**config.mk**
```make
export PLATFORM = sky130hd
export DESIGN_NAME = best_fit_free_list_allocator
export DESIGN_NICKNAME = d
export VERILOG_FILES = /design/src/bffl_pkg.sv /design/src/best_fit_free_list_allocator.sv /design/src/bffl_ctrl.sv /design/src/bffl_dp.sv
export SDC_FILE = /design/constraint.sdc
export NUM_CORES = 2
export LEC_CHECK = 0
export BUFFER_PORTS_ARGS = -buffer_cell sky130_fd_sc_hd__buf_2
export CORE_ASPECT_RATIO = 1.25
export CORE_MARGIN = 4
export CORE_UTILIZATION = 50
export CTS_BUF_LIST = sky130_fd_sc_hd__clkbuf_4
export DETAILED_ROUTE_END_ITERATION = 16
export PLACE_DENSITY_LB_ADDON = 0.12
export SKIP_CTS_REPAIR_TIMING = 1
export SLEW_MARGIN = 20
export SYNTH_ARGS = -nofsm -noshare
export SYNTH_HDL_FRONTEND = slang
export SYNTH_SLANG_ARGS = --single-unit
```
**constraint.sdc**
```tcl
create_clock -name clk -period 11.4 [get_ports clk]
set_input_delay 2.28 -clock clk [delete_from_list [all_inputs] [get_ports clk]]
set_output_delay 2.28 -clock clk [all_outputs]
set_load 0.05 [all_outputs]
```
**src/bffl_pkg.sv**
```systemverilog
// ----------------------------------------------------------------------------
// bffl_pkg
// Shared types, constants and helpers for the free-list allocator.
// ----------------------------------------------------------------------------
package bffl_pkg;

    localparam int FREE_ENTRIES_DEF = 32;
    localparam int ADDR_BITS_DEF    = 24;
    localparam int ALIGN_BYTES_DEF  = 4;
    localparam int HEADER_BYTES_DEF = 4;
    localparam int MIN_BLOCK_DEF    = 8;

    localparam int FIELD_W = 24;
    localparam int CFG_IDX_W = 2;

    localparam logic [CFG_IDX_W-1:0] CFG_HEAP_START = 2'd0;
    localparam logic [CFG_IDX_W-1:0] CFG_HEAP_LIMIT = 2'd1;
    localparam logic [CFG_IDX_W-1:0] CFG_FIT_MODE   = 2'd2;

    localparam logic       ACT_ALLOC = 1'b0;
    localparam logic       ACT_FREE  = 1'b1;
    localparam logic [1:0] ST_OK         = 2'd0;
    localparam logic [1:0] ST_HEAP_FULL  = 2'd1;
    localparam logic [1:0] ST_TABLE_FULL = 2'd2;

    typedef struct packed {
        logic                action;
        logic [FIELD_W-1:0]  req_size;
        logic [FIELD_W-1:0]  user_addr;
    } in_item_t;

    typedef struct packed {
        logic [FIELD_W-1:0]  result_addr;
        logic [1:0]          status;
    } out_item_t;

    typedef enum logic [2:0] {
        S_IDLE,
        S_SCAN,
        S_READ,
        S_SHIFT,
        S_SPLIT,
        S_DONE
    } ctl_state_t;

    // Controller to datapath
    typedef struct packed {
        logic load;       // latch the input item
        logic scan_start; // set scan pointer to the newest entry
        logic scan_step;  // evaluate one entry, move to the older one
        logic rd_pick;    // read the picked entry
        logic shift_step; // move one entry down during removal
        logic push_split; // push the remainder
        logic do_free;    // push the freed block
        logic do_bump;    // carve at heap top
        logic finish;     // load output register
    } dp_cmd_t;

    // Datapath to controller
    typedef struct packed {
        logic is_free;
        logic table_full;
        logic scan_done;  // no entry left or first-fit/exact hit
        logic found;
        logic shift_done;
        logic need_split;
    } dp_stat_t;

endpackage

```
**src/best_fit_free_list_allocator.sv**
```systemverilog
// Sequence: a free is taken, pushed onto the table if it is not full and registered as the
// result; an alloc scans the entries newest first, reads the picked entry, moves each later
// entry down on removal (a read, then a write), pushes a split remainder and registers the result.
// One item at a time: a new item is taken only after the last result is registered.
// The one-entry-per-cycle table read port sets the rate; a stalled result holds the input.
// Reset clears the free count, the heap top and the control registers; table contents and payload registers stay.
// ----------------------------------------------------------------------------
// best_fit_free_list_allocator
// Top level: controller, datapath and output register.
// ----------------------------------------------------------------------------
module best_fit_free_list_allocator
    import bffl_pkg::*;
#(
    parameter int FREE_ENTRIES = FREE_ENTRIES_DEF,
    parameter int ADDR_BITS    = ADDR_BITS_DEF,
    parameter int ALIGN_BYTES  = ALIGN_BYTES_DEF,
    parameter int HEADER_BYTES = HEADER_BYTES_DEF,
    parameter int MIN_BLOCK    = MIN_BLOCK_DEF
)
(
    input  logic                 clk,
    input  logic                 rst_n,
    input  logic                 cfg_we,
    input  logic [CFG_IDX_W-1:0] cfg_index,
    input  logic [FIELD_W-1:0]   cfg_data,
    input  logic                 in_valid,
    output logic                 in_ready,
    input  in_item_t             in_data,
    output logic                 out_valid,
    input  logic                 out_ready,
    output out_item_t            out_data
);

    dp_cmd_t   cmd;
    dp_stat_t  stat;
    out_item_t res;
    logic      out_valid_reg;
    out_item_t out_data_reg;

    bffl_ctrl u_ctrl (
        .clk      (clk),
        .rst_n    (rst_n),
        .in_valid (in_valid),
        .in_ready (in_ready),
        .out_busy (out_valid_reg && !out_ready),
        .stat     (stat),
        .cmd      (cmd)
    );

    bffl_dp #(
        .FREE_ENTRIES (FREE_ENTRIES),
        .ADDR_BITS    (ADDR_BITS),
        .ALIGN_BYTES  (ALIGN_BYTES),
        .HEADER_BYTES (HEADER_BYTES),
        .MIN_BLOCK    (MIN_BLOCK)
    ) u_dp (
        .clk       (clk),
        .rst_n     (rst_n),
        .cfg_we    (cfg_we),
        .cfg_index (cfg_index),
        .cfg_data  (cfg_data),
        .in_item   (in_data),
        .cmd       (cmd),
        .stat      (stat),
        .res_item  (res)
    );

    // Output register
    always_ff @(posedge clk or negedge rst_n)
    begin
        if (!rst_n)
            out_valid_reg <= 1'b0;
        else if (cmd.finish)
            out_valid_reg <= 1'b1;
        else if (out_ready)
            out_valid_reg <= 1'b0;
    end

    always_ff @(posedge clk)
    begin
        if (cmd.finish)
            out_data_reg <= res;
    end

    assign out_valid = out_valid_reg;
    assign out_data  = out_data_reg;

`ifndef SYNTHESIS
    a_finish_free: assert property (@(posedge clk) disable iff (!rst_n)
        cmd.finish |-> !(out_valid_reg && !out_ready))
        else $error("result overwrote a pending transfer");
    a_one_cmd: assert property (@(posedge clk) disable iff (!rst_n)
        $onehot0({cmd.do_free, cmd.do_bump, cmd.push_split, cmd.rd_pick}))
        else $error("conflicting datapath commands");
    a_out_follows: assert property (@(posedge clk) disable iff (!rst_n)
        cmd.finish |=> out_valid)
        else $error("finished result not presented");
`endif

endmodule

```
**src/bffl_ctrl.sv**
```systemverilog
// ----------------------------------------------------------------------------
// bffl_ctrl
// Sequencer: scan, read, shift-remove, split push, result.
// ----------------------------------------------------------------------------
module bffl_ctrl
    import bffl_pkg::*;
(
    input  logic     clk,
    input  logic     rst_n,
    input  logic     in_valid,
    output logic     in_ready,
    input  logic     out_busy,
    input  dp_stat_t stat,
    output dp_cmd_t  cmd
);

    ctl_state_t state_reg, state_next;

    always_ff @(posedge clk or negedge rst_n)
    begin
        if (!rst_n)
            state_reg <= S_IDLE;
        else
            state_reg <= state_next;
    end

    always_comb
    begin
        state_next = state_reg;
        cmd        = '0;
        in_ready   = 1'b0;
        case (state_reg)
            S_IDLE:
            begin
                in_ready = 1'b1;
                if (in_valid)
                begin
                    cmd.load       = 1'b1;
                    cmd.scan_start = 1'b1;
                    state_next     = S_SCAN;
                end
            end
            S_SCAN:
            begin
                if (stat.is_free)
                begin
                    state_next = S_DONE;
                    if (!stat.table_full)
                        cmd.do_free = 1'b1;
                end
                else if (stat.scan_done)
                begin
                    if (stat.found)
                    begin
                        cmd.rd_pick = 1'b1;
                        state_next  = S_READ;
                    end
                    else
                    begin
                        cmd.do_bump = 1'b1;
                        state_next  = S_DONE;
                    end
                end
                else
                    cmd.scan_step = 1'b1;
            end
            S_READ:
                state_next = S_SHIFT;
            S_SHIFT:
            begin
                if (stat.shift_done)
                    state_next = stat.need_split ? S_SPLIT : S_DONE;
                else
                    cmd.shift_step = 1'b1;
            end
            S_SPLIT:
            begin
                cmd.push_split = 1'b1;
                state_next     = S_DONE;
            end
            S_DONE:
            begin
                if (!out_busy)
                begin
                    cmd.finish = 1'b1;
                    state_next = S_IDLE;
                end
            end
            default:
                state_next = S_IDLE;
        endcase
    end

endmodule

```
**src/bffl_dp.sv**
```systemverilog
// ----------------------------------------------------------------------------
// bffl_dp
// Free table memory, scan pointer, best-fit tracking, heap top, result.
// ----------------------------------------------------------------------------
module bffl_dp
    import bffl_pkg::*;
#(
    parameter int FREE_ENTRIES = FREE_ENTRIES_DEF,
    parameter int ADDR_BITS    = ADDR_BITS_DEF,
    parameter int ALIGN_BYTES  = ALIGN_BYTES_DEF,
    parameter int HEADER_BYTES = HEADER_BYTES_DEF,
    parameter int MIN_BLOCK    = MIN_BLOCK_DEF
)
(
    input  logic                clk,
    input  logic                rst_n,
    input  logic                cfg_we,
    input  logic [CFG_IDX_W-1:0] cfg_index,
    input  logic [FIELD_W-1:0]  cfg_data,
    input  in_item_t            in_item,
    input  dp_cmd_t             cmd,
    output dp_stat_t            stat,
    output out_item_t           res_item
);

    localparam int IDX_W = $clog2(FREE_ENTRIES);
    localparam int CNT_W = $clog2(FREE_ENTRIES + 1);
    localparam int HDR   = ((HEADER_BYTES + ALIGN_BYTES - 1) / ALIGN_BYTES) * ALIGN_BYTES;
    localparam int MINSZ = ((MIN_BLOCK + ALIGN_BYTES - 1) / ALIGN_BYTES) * ALIGN_BYTES;
    localparam int W     = FIELD_W + 8;  // wide enough for sums without overflow
    localparam logic [W-1:0] ADDR_MAX = W'((64'd1 << ADDR_BITS) - 64'd1);
    localparam logic [W-1:0] HDR_W    = W'(HDR);
    localparam logic [W-1:0] MINSZ_W  = W'(MINSZ);
    localparam logic [W-1:0] SPLIT_MIN = W'(2 * MINSZ + HDR);
    localparam logic [W-1:0] ALIGN_M1 = W'(ALIGN_BYTES - 1);

    // Free table: one write port, one read port, registered read
    logic [ADDR_BITS-1:0] addr_mem [FREE_ENTRIES];
    logic [FIELD_W-1:0]   size_mem [FREE_ENTRIES];
    logic                 wr_en;
    logic [IDX_W-1:0]     wr_idx;
    logic [ADDR_BITS-1:0] wr_addr;
    logic [FIELD_W-1:0]   wr_size;
    logic [IDX_W-1:0]     rd_idx;
    logic [ADDR_BITS-1:0] rd_addr_reg;
    logic [FIELD_W-1:0]   rd_size_reg;

    // Configuration and control registers
    logic [FIELD_W-1:0]   heap_limit_reg;
    logic                 fit_mode_reg;
    logic [ADDR_BITS-1:0] heap_top_reg;
    logic [CNT_W-1:0]     count_reg;
    in_item_t             item_reg;
    logic [W-1:0]         size_reg;      // rounded request
    logic [CNT_W-1:0]     ptr_reg;       // entries left to scan
    logic                 rd_ok_reg;     // read data valid for ptr_reg
    logic                 found_reg;
    logic                 hit_reg;
    logic [IDX_W-1:0]     pick_reg;
    logic [FIELD_W-1:0]   best_reg;
    logic [IDX_W-1:0]     sh_reg;        // removal shift position
    logic                 sh_phase_reg;  // 0 read issued, 1 data ready
    logic [ADDR_BITS-1:0] blk_addr_reg;
    logic [FIELD_W-1:0]   blk_size_reg;
    out_item_t            res_reg;

    logic [W-1:0] rounded;
    logic [W-1:0] cur_size;
    logic         fits;
    logic         take;
    logic [W-1:0] bump_size;
    logic [W-1:0] new_top;
    logic         heap_full;
    logic [W-1:0] split_size;
    logic [W-1:0] split_addr;

    assign rounded  = (W'(in_item.req_size) + ALIGN_M1) & ~ALIGN_M1;
    assign cur_size = W'(rd_size_reg);
    assign fits     = rd_ok_reg && (cur_size >= size_reg);
    assign take     = fits && (fit_mode_reg || cur_size == size_reg
                      || !found_reg || rd_size_reg < best_reg);

    assign bump_size = (size_reg < MINSZ_W) ? MINSZ_W : size_reg;
    assign new_top   = W'(heap_top_reg) + HDR_W + bump_size;
    assign heap_full = ((heap_limit_reg != '0) && new_top > W'(heap_limit_reg))
                       || new_top > ADDR_MAX;
    assign split_size = W'(blk_size_reg) - (size_reg + HDR_W);
    assign split_addr = W'(blk_addr_reg) + HDR_W + size_reg;

    // Status to controller
    always_comb
    begin
        stat.is_free    = (item_reg.action == ACT_FREE);
        stat.table_full = (count_reg == CNT_W'(FREE_ENTRIES));
        stat.scan_done  = rd_ok_reg ? (take && (fit_mode_reg || cur_size == size_reg))
                                      || (ptr_reg == '0) || hit_reg
                                    : (ptr_reg == '0) || hit_reg;
        stat.found      = found_reg || take;
        stat.shift_done = (CNT_W'(sh_reg) >= count_reg) && !sh_phase_reg;
        stat.need_split = (W'(blk_size_reg) > (size_reg << 1) + HDR_W)
                          && (W'(blk_size_reg) > SPLIT_MIN);
    end

    // Read address select
    always_comb
    begin
        rd_idx = ptr_reg[IDX_W-1:0] - IDX_W'(1);
        if (cmd.rd_pick)
            rd_idx = take ? IDX_W'(ptr_reg) : pick_reg;
        else if (cmd.shift_step || sh_phase_reg)
            rd_idx = sh_reg + IDX_W'(1);
        if (cmd.scan_start)
            rd_idx = IDX_W'(count_reg - CNT_W'(1));
    end

    // Write port select
    always_comb
    begin
        wr_en   = 1'b0;
        wr_idx  = count_reg[IDX_W-1:0];
        wr_addr = item_reg.user_addr[ADDR_BITS-1:0] - ADDR_BITS'(HDR);
        wr_size = item_reg.req_size;
        if (cmd.do_free)
            wr_en = 1'b1;
        else if (cmd.push_split)
        begin
            wr_en   = 1'b1;
            wr_addr = split_addr[ADDR_BITS-1:0];
            wr_size = split_size[FIELD_W-1:0];
        end
        else if (cmd.shift_step && sh_phase_reg)
        begin
            wr_en   = 1'b1;
            wr_idx  = sh_reg;
            wr_addr = rd_addr_reg;
            wr_size = rd_size_reg;
        end
    end

    always_ff @(posedge clk)
    begin
        if (wr_en)
        begin
            addr_mem[wr_idx] <= wr_addr;
            size_mem[wr_idx] <= wr_size;
        end
        rd_addr_reg <= addr_mem[rd_idx];
        rd_size_reg <= size_mem[rd_idx];
    end

    // In the cycle after rd_pick the picked entry is on the read register
    logic rd_pick_d_reg;
    logic state_read_capture;
    assign state_read_capture = rd_pick_d_reg;

    // Payload registers
    always_ff @(posedge clk)
    begin
        if (cmd.load)
        begin
            item_reg <= in_item;
            size_reg <= rounded;
        end
        if (cmd.scan_step && take)
        begin
            pick_reg <= IDX_W'(ptr_reg);
            best_reg <= rd_size_reg;
        end
        if (state_read_capture)
        begin
            blk_addr_reg <= rd_addr_reg;
            blk_size_reg <= rd_size_reg;
        end
    end

    always_ff @(posedge clk or negedge rst_n)
    begin
        if (!rst_n)
        begin
            heap_limit_reg <= '0;
            fit_mode_reg   <= 1'b0;
            heap_top_reg   <= '0;
            count_reg      <= '0;
            ptr_reg        <= '0;
            rd_ok_reg      <= 1'b0;
            found_reg      <= 1'b0;
            hit_reg        <= 1'b0;
            sh_reg         <= '0;
            sh_phase_reg   <= 1'b0;
            rd_pick_d_reg  <= 1'b0;
            res_reg        <= '0;
        end
        else
        begin
            rd_pick_d_reg <= cmd.rd_pick;
            if (cfg_we)
            begin
                case (cfg_index)
                    CFG_HEAP_START: heap_top_reg   <= cfg_data[ADDR_BITS-1:0];
                    CFG_HEAP_LIMIT: heap_limit_reg <= cfg_data;
                    CFG_FIT_MODE:   fit_mode_reg   <= cfg_data[0];
                    default: ;
                endcase
            end
            if (cmd.scan_start)
            begin
                ptr_reg   <= count_reg;
                rd_ok_reg <= 1'b0;
                found_reg <= 1'b0;
                hit_reg   <= 1'b0;
            end
            else if (cmd.scan_step)
            begin
                // first step only issues the read of the newest entry
                if (rd_ok_reg)
                begin
                    if (take)
                    begin
                        found_reg <= 1'b1;
                        if (fit_mode_reg || cur_size == size_reg)
                            hit_reg <= 1'b1;
                    end
                end
                if (!hit_reg && !(take && (fit_mode_reg || cur_size == size_reg)))
                begin
                    ptr_reg   <= ptr_reg - CNT_W'(1);
                    rd_ok_reg <= (ptr_reg != '0);
                end
            end
            if (cmd.rd_pick)
            begin
                sh_reg       <= take ? IDX_W'(ptr_reg) : pick_reg;
                sh_phase_reg <= 1'b1;
                count_reg    <= count_reg - CNT_W'(1);
            end
            else if (cmd.shift_step)
            begin
                if (sh_phase_reg)
                    sh_reg <= sh_reg + IDX_W'(1);
                sh_phase_reg <= !sh_phase_reg;
            end
            else if (sh_phase_reg && rd_pick_d_reg)
                sh_phase_reg <= 1'b0;
            if (cmd.do_free || cmd.push_split)
                count_reg <= count_reg + CNT_W'(1);
            if (cmd.do_bump && !heap_full)
                heap_top_reg <= new_top[ADDR_BITS-1:0];
            // A free into a full table is flagged when the item is taken
            if (cmd.do_bump)
            begin
                res_reg.status      <= heap_full ? ST_HEAP_FULL : ST_OK;
                res_reg.result_addr <= heap_full ? '0
                    : FIELD_W'(heap_top_reg + ADDR_BITS'(HDR));
            end
            else if (cmd.load)
            begin
                res_reg.result_addr <= '0;
                res_reg.status      <= (in_item.action == ACT_FREE
                                        && count_reg == CNT_W'(FREE_ENTRIES))
                                       ? ST_TABLE_FULL : ST_OK;
            end
            if (rd_pick_d_reg)
                res_reg.result_addr <= FIELD_W'(rd_addr_reg + ADDR_BITS'(HDR));
        end
    end

    assign res_item = res_reg;

endmodule
```
==> metrics.cfg <==
[outcome]
status=finished, final reports clean

[detailed_routing]
num_vias=51701
routed_wirelength_mm=234.9
firstDrtPassIters=6
viasPerCell=6.098
wl_per_cell_um=27.71
drt_iter0_drc=5507
drc=0
ant_nets=0

[sta]
fin_crit_ns=7.146
max_slew_margin=0.1653
hold_viol=0
final.setup_skew_ns=0.1302
worst_pin_slew_ns=1.252
rsz0062_at_grt=false
maxClockFrequency_mhz=139.9
hold_slack_ns=0.4353
fin_crit_sh=0.6269
setup_viol=0
slew_violations=0
final.setup.tns_ns=0

[place]
portBuffers=107
hpwlAfterDp_mm=132.6
routabilityCongestion=0.9269

[grt]
first_global_vias=49433
grt_start_max_net_pins=167
grt_usage=0.2807
grt_remaining_overflow=0
grt_pass1_wl_mm=335.6
antenna_found_initial=23

[floorplan]
dieHeight_um=452.4
initial_utilization=0.5048
row_count=162
coreArea_sq_um=156500
ios=108
dieArea_sq_um=164400
dieWidth_um=363.5

[synthesis]
syn-num-nets=5993
synth_sequential_area_ratio=0.6946
ys_ff_latch=1860
ys_async_sr_fraction=0.05430
yosysWarnings=0
syn_inst=5703
syn_area_per_cell_sq_um=13.85
netlist_area_sq_um=78990
synth_edf_count=1711
synth_cell_types=87
ys.flop_type=edfxtp_1

[setup_path]
crit_type=flip-flop to flip-flop
reg2reg_setup_slack_ns=4.25
rr_endpoint=u_dp.res_item[3]
critPathCapture=u_dp.res_item[3]
crit_slowest_cell=edfxtp_1
rr_worst_depth=29
crit_start=u_dp.size_reg[17]
cp.arrival_ns=8.40
crit_path_end_kind=flip-flop
crit_path_start_kind=flip-flop
worstPathMaxFanout=34
cp.required_ns=12.65
r2r_start=u_dp.size_reg[17]
slowest_delay_ns=0.58

[cts]
cts_tree=yes
insertion_delay_ns=1.39
clk_path_buf_depth=4
cts_buffers=454
cts.sinks=1860
path_clk_slew_ns=0.08
htree_levels=5
cts-root-buf=clkbuf_4

[layout]
synthToLayoutAreaGrowth_pct=11.28
drive_gt1_frac=0.1849
fillers=12870
fin_nets=6337

[power_and_ir_drop]
vdd_drop_max_mv=0.4865
power.density_nw_per_um2=327.6
leakagePower_nw=31.16

[job]
drv_cap=0

[hold_path]
hold_path.class=flip-flop to flip-flop

## worst min path at each step
| stage | startpoint | end | slack, ns | depth (start not counted) |
|---|---|---|---|---|
| 2_1_floorplan | u_dp.res_item[0] | out_data[0] | 0.43 | 0 |
| 3_3_place_gp | u_dp.res_item[23] | out_data[23] | 0.45 | 0 |
| 3_5_place_dp | u_dp.res_item[23] | out_data[23] | 0.44 | 0 |
| 4_1_cts | u_dp.res_item[3] | out_data[3] | 0.43 | 0 |
| 5_1_grt | u_dp.res_item[3] | out_data[3] | 0.46 | 0 |
| 6_report | u_dp.res_item[3] | out_data[3] | 0.44 | 0 |
## layout by cell type, fill, tap and decap left out, types with 31 or more instances in the layout
cell type,instances
mux4_2,50
xor2_1,51
dfxtp_1,48
a21o_1,33
clkbuf_4,675
a32oi_1,145
o22ai_1,164
nor4_2,49
xnor2_1,99
inv_1,174
a21oi_1,542
a22oi_1,126
nand4_1,37
clkinv_1,121
ha_1,208
mux2i_1,73
o21ai_0,60
nor2_4,35
nor2_1,118
edfxtp_1,1711
buf_4,117
nand2_1,937
dfrtp_1,100
nand3_1,35
buf_2,106
nor3_1,37
a22o_1,94
nand2b_1,31
a32o_1,48
## stage by stage
stage | cell area (sq um) | worst slack [ns] | power [mW] | util | cells
4_1_cts | 87760 | 3.802 | 28.82 | 0.5608 | 8464
3_5_place_dp | 82030 | 3.516 | 23.37 | 0.5242 | 7639
5_1_grt | 87900 | 3.782 | 30.46 | 0.5617 | 8475
6_report | 87900 | 4.254 | 28.80 | 0.5618 | 8478
3_3_place_gp | 81920 | 3.697 | 23.21 | 0.5235 | 7635
2_1_floorplan | 78990 | 6.097 | 19.37 | - | 5703
## power breakdown
part	switching, mW	internal (mW)
combinational	9.25	4.73
clock	2.67	2.75
sequential	0.568	8.83
total	12.5	16.3
## metal layers
layer | vias to the layer above | track usage | wire, um
met5 | - | 0 | 16
met4 | 2 | 0.1025 | 7529
met3 | 442 | 0.05414 | 19260
met2 | 2361 | 0.4612 | 113800
met1 | 26074 | 0.3746 | 94320
li1 | 22822 | - | -
## synth_stat cells (all sizes together) (73+ instances only)
master,instances,share of area
o22ai,164,0.013
buf,184,0.014
nor2,156,0.0074
clkbuf,160,0.0076
a21oi,559,0.035
mux2i,74,0.0094
nand2,942,0.045
xnor2,99,0.011
a22o,94,0.010
o21ai,76,0.0050
dfrtp,101,0.032
ha,208,0.033
inv,175,0.0083
edfxtp,1711,0.65
a22oi,126,0.012
nor4,73,0.0097
a32oi,145,0.016
## layout make-up
| type | instances | area [sq um] | area share |
|---|---|---|---|
| timing repair buffer | 232 | 1573 | 0.01789 |
| multi-input combinational | 3324 | 22480 | 0.2557 |
| antenna | 12 | 30.03 | 0.0003416 |
| clock inverter | 150 | 658.1 | 0.007487 |
| clock buffer | 675 | 5067 | 0.05765 |
| inverter | 175 | 658.1 | 0.007487 |
| sequential | 1860 | 54870 | 0.6242 |
| tap | 2050 | 2565 | 0.02918 |
## cells by family (layout without fill, tap and decap cells)
family | after synthesis | after routing | synth area share
AOI/OAI and AO/OA | 1392 | 1392 | 0.1166
xor gates and xnor gates | 150 | 150 | 0.01663
adders and majority gates | 210 | 210 | 0.03345
buffers and inverters | 519 | 1232 | 0.02954
DFF | 1860 | 1860 | 0.6946
muxes | 153 | 153 | 0.02777
other | 0 | 12 | 0
and+or+nand+nor | 1419 | 1419 | 0.08138
## critical path, delay by kind of cell (launching register included)
family,cells,cell delay [ns]
AOI/OAI and AO/OA,13,2.94
xor gates and xnor gates,1,0.23
adders and majority gates,3,0.72
buffers and inverters,2,0.49
DFF,1,0.58
and+or+nand+nor,10,2.05
Power figures use the tool's default switching activity.
